$ cat src/hdl/swm_pkg.sv
// Shared types and constants for the sliding window median filter.
package swm_pkg;

    // Window size register: width, reset value and position on the APB bus
    localparam int WS_BITS = 6;
    localparam logic [WS_BITS-1:0] WS_RESET = 6'd5;
    localparam int PADDR_BITS = 3;
    localparam int PDATA_BITS = 32;
    localparam logic REG_WINDOW_SIZE = 1'b0;   // register index taken from paddr[2]

    // Commands broadcast to every sorting cell, in priority order
    typedef struct packed {
        logic clear;    // empty the cell
        logic insert;   // place the broadcast value in sorted order
        logic shift;    // take the right neighbor's contents
    } cell_ctrl_t;

endpackage

$ cat src/hdl/swm_ram.sv
// Generic single-write, single-read RAM with registered read data.
module swm_ram #(
    parameter int WIDTH = 16,
    parameter int DEPTH = 32
) (
    input  logic                                 clk,
    input  logic                                 we,
    input  logic [(DEPTH > 1 ? $clog2(DEPTH) : 1)-1:0] waddr,
    input  logic [WIDTH-1:0]                     wdata,
    input  logic                                 re,
    input  logic [(DEPTH > 1 ? $clog2(DEPTH) : 1)-1:0] raddr,
    output logic [WIDTH-1:0]                     rdata
);

    logic [WIDTH-1:0] mem [DEPTH];
    logic [WIDTH-1:0] rdata_reg;

    always_ff @(posedge clk)
    begin
        if (we)
        begin
            mem[waddr] <= wdata;
        end
        if (re)
        begin
            rdata_reg <= mem[raddr];
        end
    end

    assign rdata = rdata_reg;

endmodule

$ cat src/hdl/swm_cell.sv
// One insertion-sort cell: holds a value, keeps the row sorted ascending.
module swm_cell #(
    parameter int W = 16
) (
    input  logic                clk,
    input  logic                rst_n,
    input  swm_pkg::cell_ctrl_t ctrl,
    input  logic signed [W-1:0] x,          // broadcast value being inserted
    input  logic signed [W-1:0] left_val,
    input  logic                left_vld,
    input  logic                left_cmp,
    input  logic signed [W-1:0] right_val,
    input  logic                right_vld,
    output logic signed [W-1:0] val,
    output logic                vld,
    output logic                cmp
);

    logic signed [W-1:0] val_reg, val_next;
    logic                vld_reg, vld_next;

    // empty cells act as +infinity, so the row stays sorted with empties at the end
    assign cmp = !vld_reg || (x < val_reg);

    always_comb
    begin
        val_next = val_reg;
        vld_next = vld_reg;
        if (ctrl.clear)
        begin
            vld_next = 1'b0;
        end
        else if (ctrl.insert)
        begin
            if (cmp)
            begin
                if (left_cmp)
                begin
                    val_next = left_val;
                    vld_next = left_vld;
                end
                else
                begin
                    val_next = x;
                    vld_next = 1'b1;
                end
            end
        end
        else if (ctrl.shift)
        begin
            val_next = right_val;
            vld_next = right_vld;
        end
    end

    always_ff @(posedge clk or negedge rst_n)
    begin
        if (!rst_n)
        begin
            vld_reg <= 1'b0;
        end
        else
        begin
            vld_reg <= vld_next;
        end
    end

    always_ff @(posedge clk)
    begin
        val_reg <= val_next;
    end

    assign val = val_reg;
    assign vld = vld_reg;

endmodule

$ cat src/hdl/sliding_window_median.sv
// Top level: streaming median over the newest window_size samples.
// A beat that completes a window (k = effective window size) stalls the input while the
//   sequencer reads the newest k samples from the store, inserts each into the sort row,
//   then shifts the row to the middle and loads the result; a beat with no result never
//   stalls the input. The load waits while a held result is stalled at the output.
// Reset: empties the window, sets window_size to 5, clears out_valid and in_stall.
module sliding_window_median #(
    parameter int MAX_WINDOW  = 32,
    parameter int SAMPLE_BITS = 16
) (
    input  logic                                clk,
    input  logic                                rst_n,
    // APB configuration port
    input  logic                                psel,
    input  logic                                penable,
    input  logic                                pwrite,
    input  logic [swm_pkg::PADDR_BITS-1:0]      paddr,
    input  logic [swm_pkg::PDATA_BITS-1:0]      pwdata,
    output logic [swm_pkg::PDATA_BITS-1:0]      prdata,
    output logic                                pready,
    // input channel
    input  logic                                in_valid,
    output logic                                in_stall,
    input  logic signed [SAMPLE_BITS-1:0]       sample,
    input  logic                                first_of_sequence,
    // output channel
    output logic                                out_valid,
    input  logic                                out_stall,
    output logic signed [SAMPLE_BITS:0]         median_twice
);

    import swm_pkg::*;

    localparam int AW = (MAX_WINDOW > 1) ? $clog2(MAX_WINDOW) : 1;
    localparam int KW = $clog2(MAX_WINDOW + 1);

    // sequencer states
    localparam logic [1:0] S_IDLE  = 2'd0;  // waiting for a beat
    localparam logic [1:0] S_READ  = 2'd1;  // reading the newest k samples, newest first
    localparam logic [1:0] S_LAST  = 2'd2;  // last read data lands in the sort row
    localparam logic [1:0] S_SHIFT = 2'd3;  // shift the row left to the middle, then emit

    // ------------------------------------------------------------------
    // Configuration register
    // ------------------------------------------------------------------
    logic [WS_BITS-1:0] ws_reg, ws_next;
    logic               cfg_wr;

    assign pready = 1'b1;
    assign cfg_wr = psel && penable && pwrite && (paddr[2] == REG_WINDOW_SIZE);
    assign ws_next = cfg_wr ? pwdata[WS_BITS-1:0] : ws_reg;
    assign prdata = (paddr[2] == REG_WINDOW_SIZE)
                  ? {{(PDATA_BITS-WS_BITS){1'b0}}, ws_reg} : '0;

    // Effective window: zero means one, anything past the store saturates
    logic [31:0]   ws_ext;
    logic [KW-1:0] eff_k;

    assign ws_ext = {{(32-WS_BITS){1'b0}}, ws_reg};
    assign eff_k  = (ws_reg == '0)               ? KW'(1)
                  : (ws_ext > 32'(MAX_WINDOW))   ? KW'(MAX_WINDOW)
                  : KW'(ws_reg);

    // ------------------------------------------------------------------
    // Sample store: circular buffer, fill count tracks how many are live.
    // A first-of-sequence beat restarts the count; stale entries are never read.
    // ------------------------------------------------------------------
    logic [1:0]    state_reg, state_next;
    logic [AW-1:0] wptr_reg, wptr_next;
    logic [KW-1:0] fill_reg, fill_next, new_fill;
    logic          accept, hit;

    assign in_stall = (state_reg != S_IDLE);
    assign accept   = in_valid && !in_stall;

    assign new_fill = first_of_sequence ? KW'(1)
                    : (fill_reg == KW'(MAX_WINDOW)) ? fill_reg
                    : fill_reg + KW'(1);
    assign hit = (new_fill >= eff_k);

    assign fill_next = accept ? new_fill : fill_reg;
    assign wptr_next = !accept ? wptr_reg
                     : (wptr_reg == AW'(MAX_WINDOW - 1)) ? '0
                     : wptr_reg + AW'(1);

    logic [AW-1:0]          rd_addr_reg, rd_addr_next;
    logic                   ram_re;
    logic [SAMPLE_BITS-1:0] ram_rdata;

    swm_ram #(
        .WIDTH (SAMPLE_BITS),
        .DEPTH (MAX_WINDOW)
    ) u_store (
        .clk   (clk),
        .we    (accept),
        .waddr (wptr_reg),
        .wdata (sample),
        .re    (ram_re),
        .raddr (rd_addr_reg),
        .rdata (ram_rdata)
    );

    // ------------------------------------------------------------------
    // Sequencer
    // ------------------------------------------------------------------
    logic [KW-1:0] k_reg, k_next;
    logic [KW-1:0] rd_left_reg, rd_left_next;
    logic [KW-1:0] sh_left_reg, sh_left_next;
    logic          rd_vld_reg, rd_vld_next;
    logic          out_valid_reg, out_valid_next;
    logic          load;
    cell_ctrl_t    ctrl;

    logic signed [SAMPLE_BITS:0] median_reg, median_next;

    always_comb
    begin
        state_next   = state_reg;
        k_next       = k_reg;
        rd_addr_next = rd_addr_reg;
        rd_left_next = rd_left_reg;
        sh_left_next = sh_left_reg;
        ram_re       = 1'b0;
        load         = 1'b0;
        ctrl         = '0;
        unique case (state_reg)
            S_IDLE:
            begin
                if (accept && hit)
                begin
                    ctrl.clear   = 1'b1;
                    k_next       = eff_k;
                    rd_addr_next = wptr_reg;       // slot being written now
                    rd_left_next = eff_k;
                    state_next   = S_READ;
                end
            end
            S_READ:
            begin
                ram_re       = 1'b1;
                ctrl.insert  = rd_vld_reg;
                rd_addr_next = (rd_addr_reg == '0) ? AW'(MAX_WINDOW - 1)
                                                   : rd_addr_reg - AW'(1);
                rd_left_next = rd_left_reg - KW'(1);
                if (rd_left_reg == KW'(1))
                begin
                    state_next = S_LAST;
                end
            end
            S_LAST:
            begin
                ctrl.insert  = 1'b1;
                // lower middle element sits at index (k-1)/2 once sorted
                sh_left_next = KW'((k_reg - KW'(1)) >> 1);
                state_next   = S_SHIFT;
            end
            S_SHIFT:
            begin
                if (sh_left_reg != '0)
                begin
                    ctrl.shift   = 1'b1;
                    sh_left_next = sh_left_reg - KW'(1);
                end
                else if (!out_valid_reg || !out_stall)
                begin
                    load       = 1'b1;
                    state_next = S_IDLE;
                end
            end
            default:
            begin
                state_next = S_IDLE;
            end
        endcase
    end

    assign rd_vld_next    = (state_reg == S_READ);
    assign out_valid_next = load || (out_valid_reg && out_stall);

    // ------------------------------------------------------------------
    // Sort row: cell 0 holds the smallest live value
    // ------------------------------------------------------------------
    logic signed [SAMPLE_BITS-1:0] cell_val [MAX_WINDOW];
    logic [MAX_WINDOW-1:0]         cell_vld;
    logic [MAX_WINDOW-1:0]         cell_cmp;
    logic signed [SAMPLE_BITS-1:0] x;

    assign x = ram_rdata;

    for (genvar i = 0; i < MAX_WINDOW; i++)
    begin : g_cell
        logic signed [SAMPLE_BITS-1:0] lv, rv;
        logic                          lvld, lcmp, rvld;

        if (i == 0)
        begin : g_first
            assign lv   = x;
            assign lvld = 1'b0;
            assign lcmp = 1'b0;
        end
        else
        begin : g_mid
            assign lv   = cell_val[i-1];
            assign lvld = cell_vld[i-1];
            assign lcmp = cell_cmp[i-1];
        end

        if (i == MAX_WINDOW - 1)
        begin : g_last
            assign rv   = '0;
            assign rvld = 1'b0;
        end
        else
        begin : g_inner
            assign rv   = cell_val[i+1];
            assign rvld = cell_vld[i+1];
        end

        swm_cell #(
            .W (SAMPLE_BITS)
        ) u_cell (
            .clk       (clk),
            .rst_n     (rst_n),
            .ctrl      (ctrl),
            .x         (x),
            .left_val  (lv),
            .left_vld  (lvld),
            .left_cmp  (lcmp),
            .right_val (rv),
            .right_vld (rvld),
            .val       (cell_val[i]),
            .vld       (cell_vld[i]),
            .cmp       (cell_cmp[i])
        );
    end

    // After the shifts the lower middle is in cell 0, the upper middle in cell 1
    logic signed [SAMPLE_BITS-1:0] mid_lo, mid_hi;

    assign mid_lo = cell_val[0];
    if (MAX_WINDOW > 1)
    begin : g_hi
        assign mid_hi = cell_val[1];
    end
    else
    begin : g_hi_one
        assign mid_hi = cell_val[0];
    end

    // odd window: twice the middle; even: sum of the two middles
    assign median_next = {mid_lo[SAMPLE_BITS-1], mid_lo}
                       + (k_reg[0] ? {mid_lo[SAMPLE_BITS-1], mid_lo}
                                   : {mid_hi[SAMPLE_BITS-1], mid_hi});

    // ------------------------------------------------------------------
    // Registers
    // ------------------------------------------------------------------
    always_ff @(posedge clk or negedge rst_n)
    begin
        if (!rst_n)
        begin
            state_reg     <= S_IDLE;
            ws_reg        <= WS_RESET;
            wptr_reg      <= '0;
            fill_reg      <= '0;
            k_reg         <= '0;
            rd_left_reg   <= '0;
            sh_left_reg   <= '0;
            rd_vld_reg    <= 1'b0;
            out_valid_reg <= 1'b0;
        end
        else
        begin
            state_reg     <= state_next;
            ws_reg        <= ws_next;
            wptr_reg      <= wptr_next;
            fill_reg      <= fill_next;
            k_reg         <= k_next;
            rd_left_reg   <= rd_left_next;
            sh_left_reg   <= sh_left_next;
            rd_vld_reg    <= rd_vld_next;
            out_valid_reg <= out_valid_next;
        end
    end

    always_ff @(posedge clk)
    begin
        rd_addr_reg <= rd_addr_next;
        if (load)
        begin
            median_reg <= median_next;
        end
    end

    assign out_valid    = out_valid_reg;
    assign median_twice = median_reg;

endmodule

$ cat config.mk
export PLATFORM = sky130hd
export DESIGN_NAME = sliding_window_median
export DESIGN_NICKNAME = d
export VERILOG_FILES = /design/src/hdl/swm_pkg.sv /design/src/hdl/swm_ram.sv /design/src/hdl/swm_cell.sv /design/src/hdl/sliding_window_median.sv
export SDC_FILE = /design/constraint.sdc
export NUM_CORES = 2
export LEC_CHECK = 0
export BUFFER_PORTS_ARGS = -buffer_cell sky130_fd_sc_hd__buf_2
export CAP_MARGIN = 20
export CELL_PAD_IN_SITES_DETAIL_PLACEMENT = 0
export CELL_PAD_IN_SITES_GLOBAL_PLACEMENT = 2
export CORE_MARGIN = 5
export CORE_UTILIZATION = 40
export CTS_CLUSTER_SIZE = 25
export DETAILED_ROUTE_END_ITERATION = 6
export GPL_ROUTABILITY_DRIVEN = 0
export PLACE_DENSITY_LB_ADDON = 0.1
export SLEW_MARGIN = 20
export SYNTH_ARGS = -nofsm -noshare
export SYNTH_HDL_FRONTEND = slang
export SYNTH_HIERARCHICAL = 1
export SYNTH_SLANG_ARGS = --single-unit
$ cat constraint.sdc
create_clock -name clk -period 5.6 [get_ports clk]
set_clock_uncertainty 0.2 [all_clocks]
set_input_delay 1.12 -clock clk [delete_from_list [all_inputs] [get_ports clk]]
set_output_delay 1.12 -clock clk [all_outputs]
set_load 0.02 [all_outputs]
* Yosys cells after proc, flatten, opt, wreduce, memory -nomap -nowiden
Memory sizes are Yosys's and may differ from the RTL's. A register that Yosys moved wholly into a read port is not among the register bits.
Cells that the tools add are included.
** Word-level totals
- Memories kept :: 1
- Bits in registers :: 605
- Output and inout port bits :: 52
- ROM bits :: 0
- Latch bits :: 0
- RAM bits :: 512
- Input port bits :: 59
** Operators by class
- Shifts and indexed selects :: 0
- $add $sub $neg :: 7
- Equal/unequal tests :: 75
- Divide/modulo/power cells :: 0
- Reductions and logical operators :: 152
- Muxes and demuxes :: 316
- Bitwise logic cells :: 2
- Magnitude comparators :: 34
- Multiply operators :: 0
** Memory list
- u_store.mem :: depth 32, width 16, rd ports 1, clocked after memory_dff 1, wr ports 1, line swm_ram.sv:15 : logic [WIDTH-1:0] mem [DEPTH];
** Operator list (count)
- 16-bit two-way mux :: 127
- 16-bit less-than comparator :: 32
- 1-bit two-way mux :: 169
- 3-bit by 1-bit != test with 1-bit output (second input constant) :: 32
- 3-bit AND reduction :: 32
- 2-bit AND reduction :: 35
- 2-bit by 1-bit != test with 1-bit output (second input constant) :: 33
- 6-bit two-way mux :: 7
- 1-bit logical NOT :: 35
- 1-bit logical OR :: 34
- 6-bit one-hot mux with 2 select lines :: 2
- 6-bit by 1-bit subtractor with 6-bit output (second input constant) :: 3
- 17-bit adder :: 1
- 17-bit two-way mux :: 1
- 5-bit two-way mux :: 3
- 5-bit one-hot mux with 2 select lines :: 1
- 2-bit two-way mux :: 4
- 2-bit != test (second input constant) :: 4
- 2-bit one-hot mux with 4 select lines :: 1
- 2-bit nonzero test :: 4
- 6-bit by 1-bit adder with 6-bit output (second input constant) :: 1
- 6-bit by 1-bit equality test with 1-bit output (second input constant) :: 1
- 6-bit equality test (second input constant) :: 1
- 6-bit >= comparator :: 1
- 15 further kinds :: 22

* Depth between registers and ports, before layout
- Depth after elaboration :: 9
- Depth in mapped cells :: 13
- Gate-level depth less buffers :: 13

* Hierarchy
Netlist, hierarchy kept.
** Modules (own cells, without submodules)
- swm_cell at g_cell[0].u_cell ... :: cells an instance 130, times used 26, area each 1281.2 µm²
- swm_ram :: cells an instance 1143, times used 1, area each 20696.1 µm²
- swm_cell at g_cell[4].u_cell ... :: cells an instance 135, times used 6, area each 1297.5 µm²
- sliding_window_median :: cells an instance 461, times used 1, area each 4396.7 µm²

* Worst setup path after synthesis
Ideal clock, no wire load.
- Path kind :: register to register
- Start :: register state_reg[1]
- End :: register g_cell[0].u_cell.val_reg[0] (enable)
- Arrival :: 4.662 ns
- Stages on the path, launching flop included :: 8
- Setup slack :: 0.365 ns
- Setup time :: 0.373 ns
- Buffers on the path :: 1
- Cells stage by stage :: dfrtp_1 ha_1 clkbuf_1 inv_1 nor2_1 nor2_1 nor2_1 o21a_1
** RTL lines
- start, declared :: line sliding_window_median.sv:68 : logic [1:0] state_reg, state_next;
- start signal, assigned :: line sliding_window_median.sv:274 : state_reg <= state_next;
- end signal, assigned :: line swm_cell.sv:70 : val_reg <= val_next;
- end, declared :: line swm_cell.sv:19 : logic signed [W-1:0] val_reg, val_next;

* Final worst setup path
- Start :: register u_store.rdata_reg[12] (netlist: u_store/rdata[12]), read port of u_store.mem
- End :: register g_cell[18].u_cell.val_reg[12] (enable)
** Between the ends
- Word-level cells in the longest chain between the ends :: 4
** Ends and longest elaborated chain
- start, declared :: line swm_ram.sv:16 : logic [WIDTH-1:0] rdata_reg;
- 16-bit less-than comparator :: line swm_cell.sv:23 : assign cmp = !vld_reg || (x < val_reg);
- 1-bit logical OR :: line swm_cell.sv:23
- named net cell_cmp[18] :: line sliding_window_median.sv:185 : logic [MAX_WINDOW-1:0] cell_cmp;
- 2-bit by 1-bit != test with 1-bit output (no source line)
- 3-bit AND reduction (no source line)
- end signal, assigned :: line swm_cell.sv:70
- end, declared :: line swm_cell.sv:19
The timed path passes the listed nets, and every way through them passes these cells.
A chain may end at the register's enable or synchronous reset.

==> impl.org <==
** Cells and area
- The number of antenna diodes in the final layout is 0.
- Fill count :: 15,475
- The multi-input combinational cells in the finished layout cover a total of just under 0.03 mm2.
- For this run, the number of standard cells in the final layout without fillers is 8,207.
- The net count of the finished layout is 6,483.
- Cells fill 45.1% of the core in the end.
- Fraction of final layout cells with drive strength greater than 1 :: 9.49%
- In the final layout, flip-flops and latches occupy 0.0337 mm2.
- From synthesis to final layout, the design area changed by 12.2%.

** Setup path
- Following the worst setup path forward leads to its endpoint at g_cell[18].u_cell/val[12]$_DFFE_PP_.
- Worst Path Class, Setup :: flop to flop
- Critical Path End Type :: flop
- The largest single stage delay on the critical path is 790 ps.
- STA classifies the critical path startpoint as a flop.
- Crit path launch :: u_store/rdata[12]$_DFFE_PP_
- For this design, the slowest cell found on the critical path is a2111oi_0.
- Across all register-to-register paths, the minimum setup slack is between 1000 and 1500 ps.
- Measured in cells, the most critical reg-to-reg path has a length of 9.
- Of all nets on the critical path, the largest fanout is 29.
- Data required time at the worst endpoint :: 5860 ps
- Startpoint of the lowest-slack register-to-register path :: u_store/rdata[12]$_DFFE_PP_
- Top cell by count, worst path :: buf_4
- Cells traversed along the worst timing path :: buf_12 -> ha_1 -> a21o_1 -> a2111oi_0 -> o31ai_1 -> o31ai_4 -> buf_4 -> o21a_1 -> buf_4
- Critical register-to-register path endpoint :: g_cell[18].u_cell/val[12]$_DFFE_PP_
- Worst endpoint data arrival time :: 4710 ps

** Clock tree
- In this run, post-CTS hold repair placed 0 buffers.
- Clock latency on the worst-skew pair, taken at its later pin, is 800 ps.
- TritonCTS built the clock tree.
- Clock Root Buffer :: clkbuf_16
- Inserted Clock Buffers :: 140
- Counting along the longest clock path gives a buffer depth of 3.
- Sinks on Clock Net :: 1,133
- In this run the number of H-tree levels came out at 4.
- After clock tree synthesis, the clock-pin slew on the worst setup and hold paths is about 60 ps.
- After clock tree synthesis, the repair step resized 0 gates.
- Number of buffers inserted by post-CTS setup repair :: 0

** Power
- VDD sags by at most 367 uV.
- Overall power consumption after layout is estimated at roughly 0.020 W.
- Summed over all cells, the static leakage comes to approximately 30 nW.
- Power density of the placed cells :: roughly 280 mW/mm2

** Outcome
- The run finished with clean final reports.

** Routing
- Routed WL per cell :: approximately 22 um
- The routed layout has about 44,000 vias.
- Final ANT Viol Nets :: 0
- Starting DRT DRC Count :: 2,613
- First-pass detailed-route iteration total :: 5
- Total DRC errors in the routed layout :: 0
- Ratio of routed vias to standard cells :: 5.41
- Total wire length after detailed routing :: between 150,000 and 200,000 um

** Synthesis
- The biggest area contributor in the post-synthesis netlist is edfxtp_1.
- For this run, asynchronously set or reset flops after synthesis account for 6.27%.
- Unique masters post-synth :: just under 80
- Counting every instance in the synthesized netlist gives 5,794.
- After synthesis the cells add up to around 0.066 mm2.
- Of the synthesized area, sequential elements account for about half.
- The most common cell in the synthesized netlist is edfxtp_1.
- Dominant register cell in the synthesized netlist :: edfxtp_1
- Ys Warns :: 6
- The share of synthesized area in the top cell type comes to 48.2%.
- Cell types occupying the most area after synthesis :: edfxtp_1 (48%), mux2i_1 (12%), ha_1 (9.8%)
- Avg Inst Size Synth :: 11.4 um2
- In this run, synthesis inferred roughly 1,100 flip-flops with an integrated enable.
- The synthesized design contains roughly 1,100 register bits.
- Leading cell types by count after synthesis :: edfxtp_1 (1,062), mux2i_1 (805), a21oi_1 (679)

** Place
- IO Port Bufs :: between 50 and 60
- The wire-length estimate of the detail-placed layout is 123,000 um.
- Once placement completed, the tool counted placed cells totaling ~8,000.
- Worst slack at placement :: 1100 ps

** STA
- For this run, the top clock speed supported by timing is about 0.22 GHz.
- Count of final max-slew check failures :: 0
- The final hold violation count came to 0.
- After layout, the worst path uses 79.5% of the clock period.
- In the post-route analysis, the smallest setup slack over all paths is 1150 ps.
- Setup violations remaining at the end of the flow were counted as 0.
- Final sum of negative setup slack :: 0 ps
- Worst Max-Slew Pin Slew :: 1160 ps
- The worst path needs 4450 ps of the cycle, external delays included.
- Measured against its own limit, the worst slew margin works out to 20.6%.
- Setup repair after global routing left no endpoint under its margin.

** Global route
- The number of global-route vias before repair was 44,899.
- Global routing finished with a remaining overflow of 0.
- The number of antenna violations at the first check in global routing is 0.
- Across every metal layer, demand over resource in global routing totals 20.6%.
- First-pass GRT wire length :: 279,000 um
- Maximum number of pins on one net before global-route repair :: 156

** Floorplan
- The die covers 0.174 mm2.
- Row cnt :: 149
- In this run the count of I/O pins placed on the die edge is 111.
- The core region is 0.165 mm2.
- Die span in x :: ~420 um
- Initial Utilization :: 40.2%
- The die is 417 um tall.

** Worst hold path
- Hold Crit Class :: primary input to async pin

** Run
- Maxcap violations :: 0
## per-stage QoR
step | cell area, um2 | hold WS (ps)
after global placement | 69400 | 286
after floorplan | 66400 | 265
after global routing | 74300 | 165
final | 74300 | 167
after CTS | 74300 | 127
after detailed placement | 69400 | 300
## where the power goes
part / switching [W] / leakage [nW] / internal, W
registers: 0.000249 / 10.5 / 0.00948
clock network: 0.00379 / 2.33 / 0.00570
logic: 0.000754 / 17.3 / 0.000523
total: 0.00479 / 30.1 / 0.0157
## how the worst min path moves through the flow
stage / startpoint / cells past startpoint / slack, ps / end
2_1_floorplan: k_reg[1]$_DFFE_PN0P_ / 2 / 270 / k_reg[1]$_DFFE_PN0P_
3_3_place_gp: k_reg[5]$_DFFE_PN0P_ / 2 / 290 / k_reg[5]$_DFFE_PN0P_
3_5_place_dp: k_reg[1]$_DFFE_PN0P_ / 2 / 300 / k_reg[1]$_DFFE_PN0P_
4_1_cts: rst_n / 1 / 130 / rd_vld_reg$_DFF_PN0_
5_1_grt: rst_n / 1 / 160 / rd_vld_reg$_DFF_PN0_
6_report: rst_n / 1 / 170 / rd_vld_reg$_DFF_PN0_
## metal layers
layer	vias up	GRT usage, %	wire length (um)
li1	21637	-	-
met1	21917	28.3	85200
met2	646	35.0	88100
met3	206	2.59	5630
met4	0	4.59	3490
met5	-	0	0
## final cells by class
cell class | count | share of cell area (%)
Sequential cell | 1133 | 45.3
Multi-Input combinational cell | 3842 | 39.1
Clock buffer | 174 | 5.02
Tap cell | 2189 | 3.69
Inverter | 568 | 2.88
Timing Repair Buffer | 221 | 2.52
Clock inverter | 80 | 1.49
## worst max-delay path: cells and delay by family (launching register included)
kind                     cells  cell delay, ps
buffers and inverters        3             970
AO/OA/AOI/OAI                5            1950
adder cells (fa/ha/maj)      1             220
flip-flops                   1             740
## layout by cell type, fill, tap and decap left out, types with 26 or more instances in the layout
cell       count
a221oi_2      32
o21a_1        40
or4_1         26
nand2b_1      38
a21oi_1      678
buf_4        139
o31ai_1       30
a311oi_1      28
o21ai_0       67
nor3_1        63
mux2i_1      805
a21o_1        65
nand4_1      108
ha_1         516
conb_1        46
a22oi_1       65
nor2_1       651
clkbuf_1      28
dfrtp_1       69
buf_2         54
edfxtp_1    1062
buf_12        28
a2111oi_0     58
nor3b_1       27
a21boi_0      27
nand2_1       97
a22o_1        32
clkbuf_16    143
nand3_1      123
inv_1        566
## logic make-up (layout without fill, tap and decap cells)
group,count (synthesis),after routing,synth area share (%)
XOR/XNOR,23,23,0.304
adder cells (fa/ha/maj),518,518,9.80
AND/OR/NAND/NOR,1227,1227,8.83
flip-flops,1133,1133,50.9
buffers and inverters,863,1043,6.00
other,2,46,0.0113
AO/OA/AOI/OAI,1197,1197,11.6
multiplexers,831,831,12.6
Note: power is estimated with default switching activity, not from simulation.
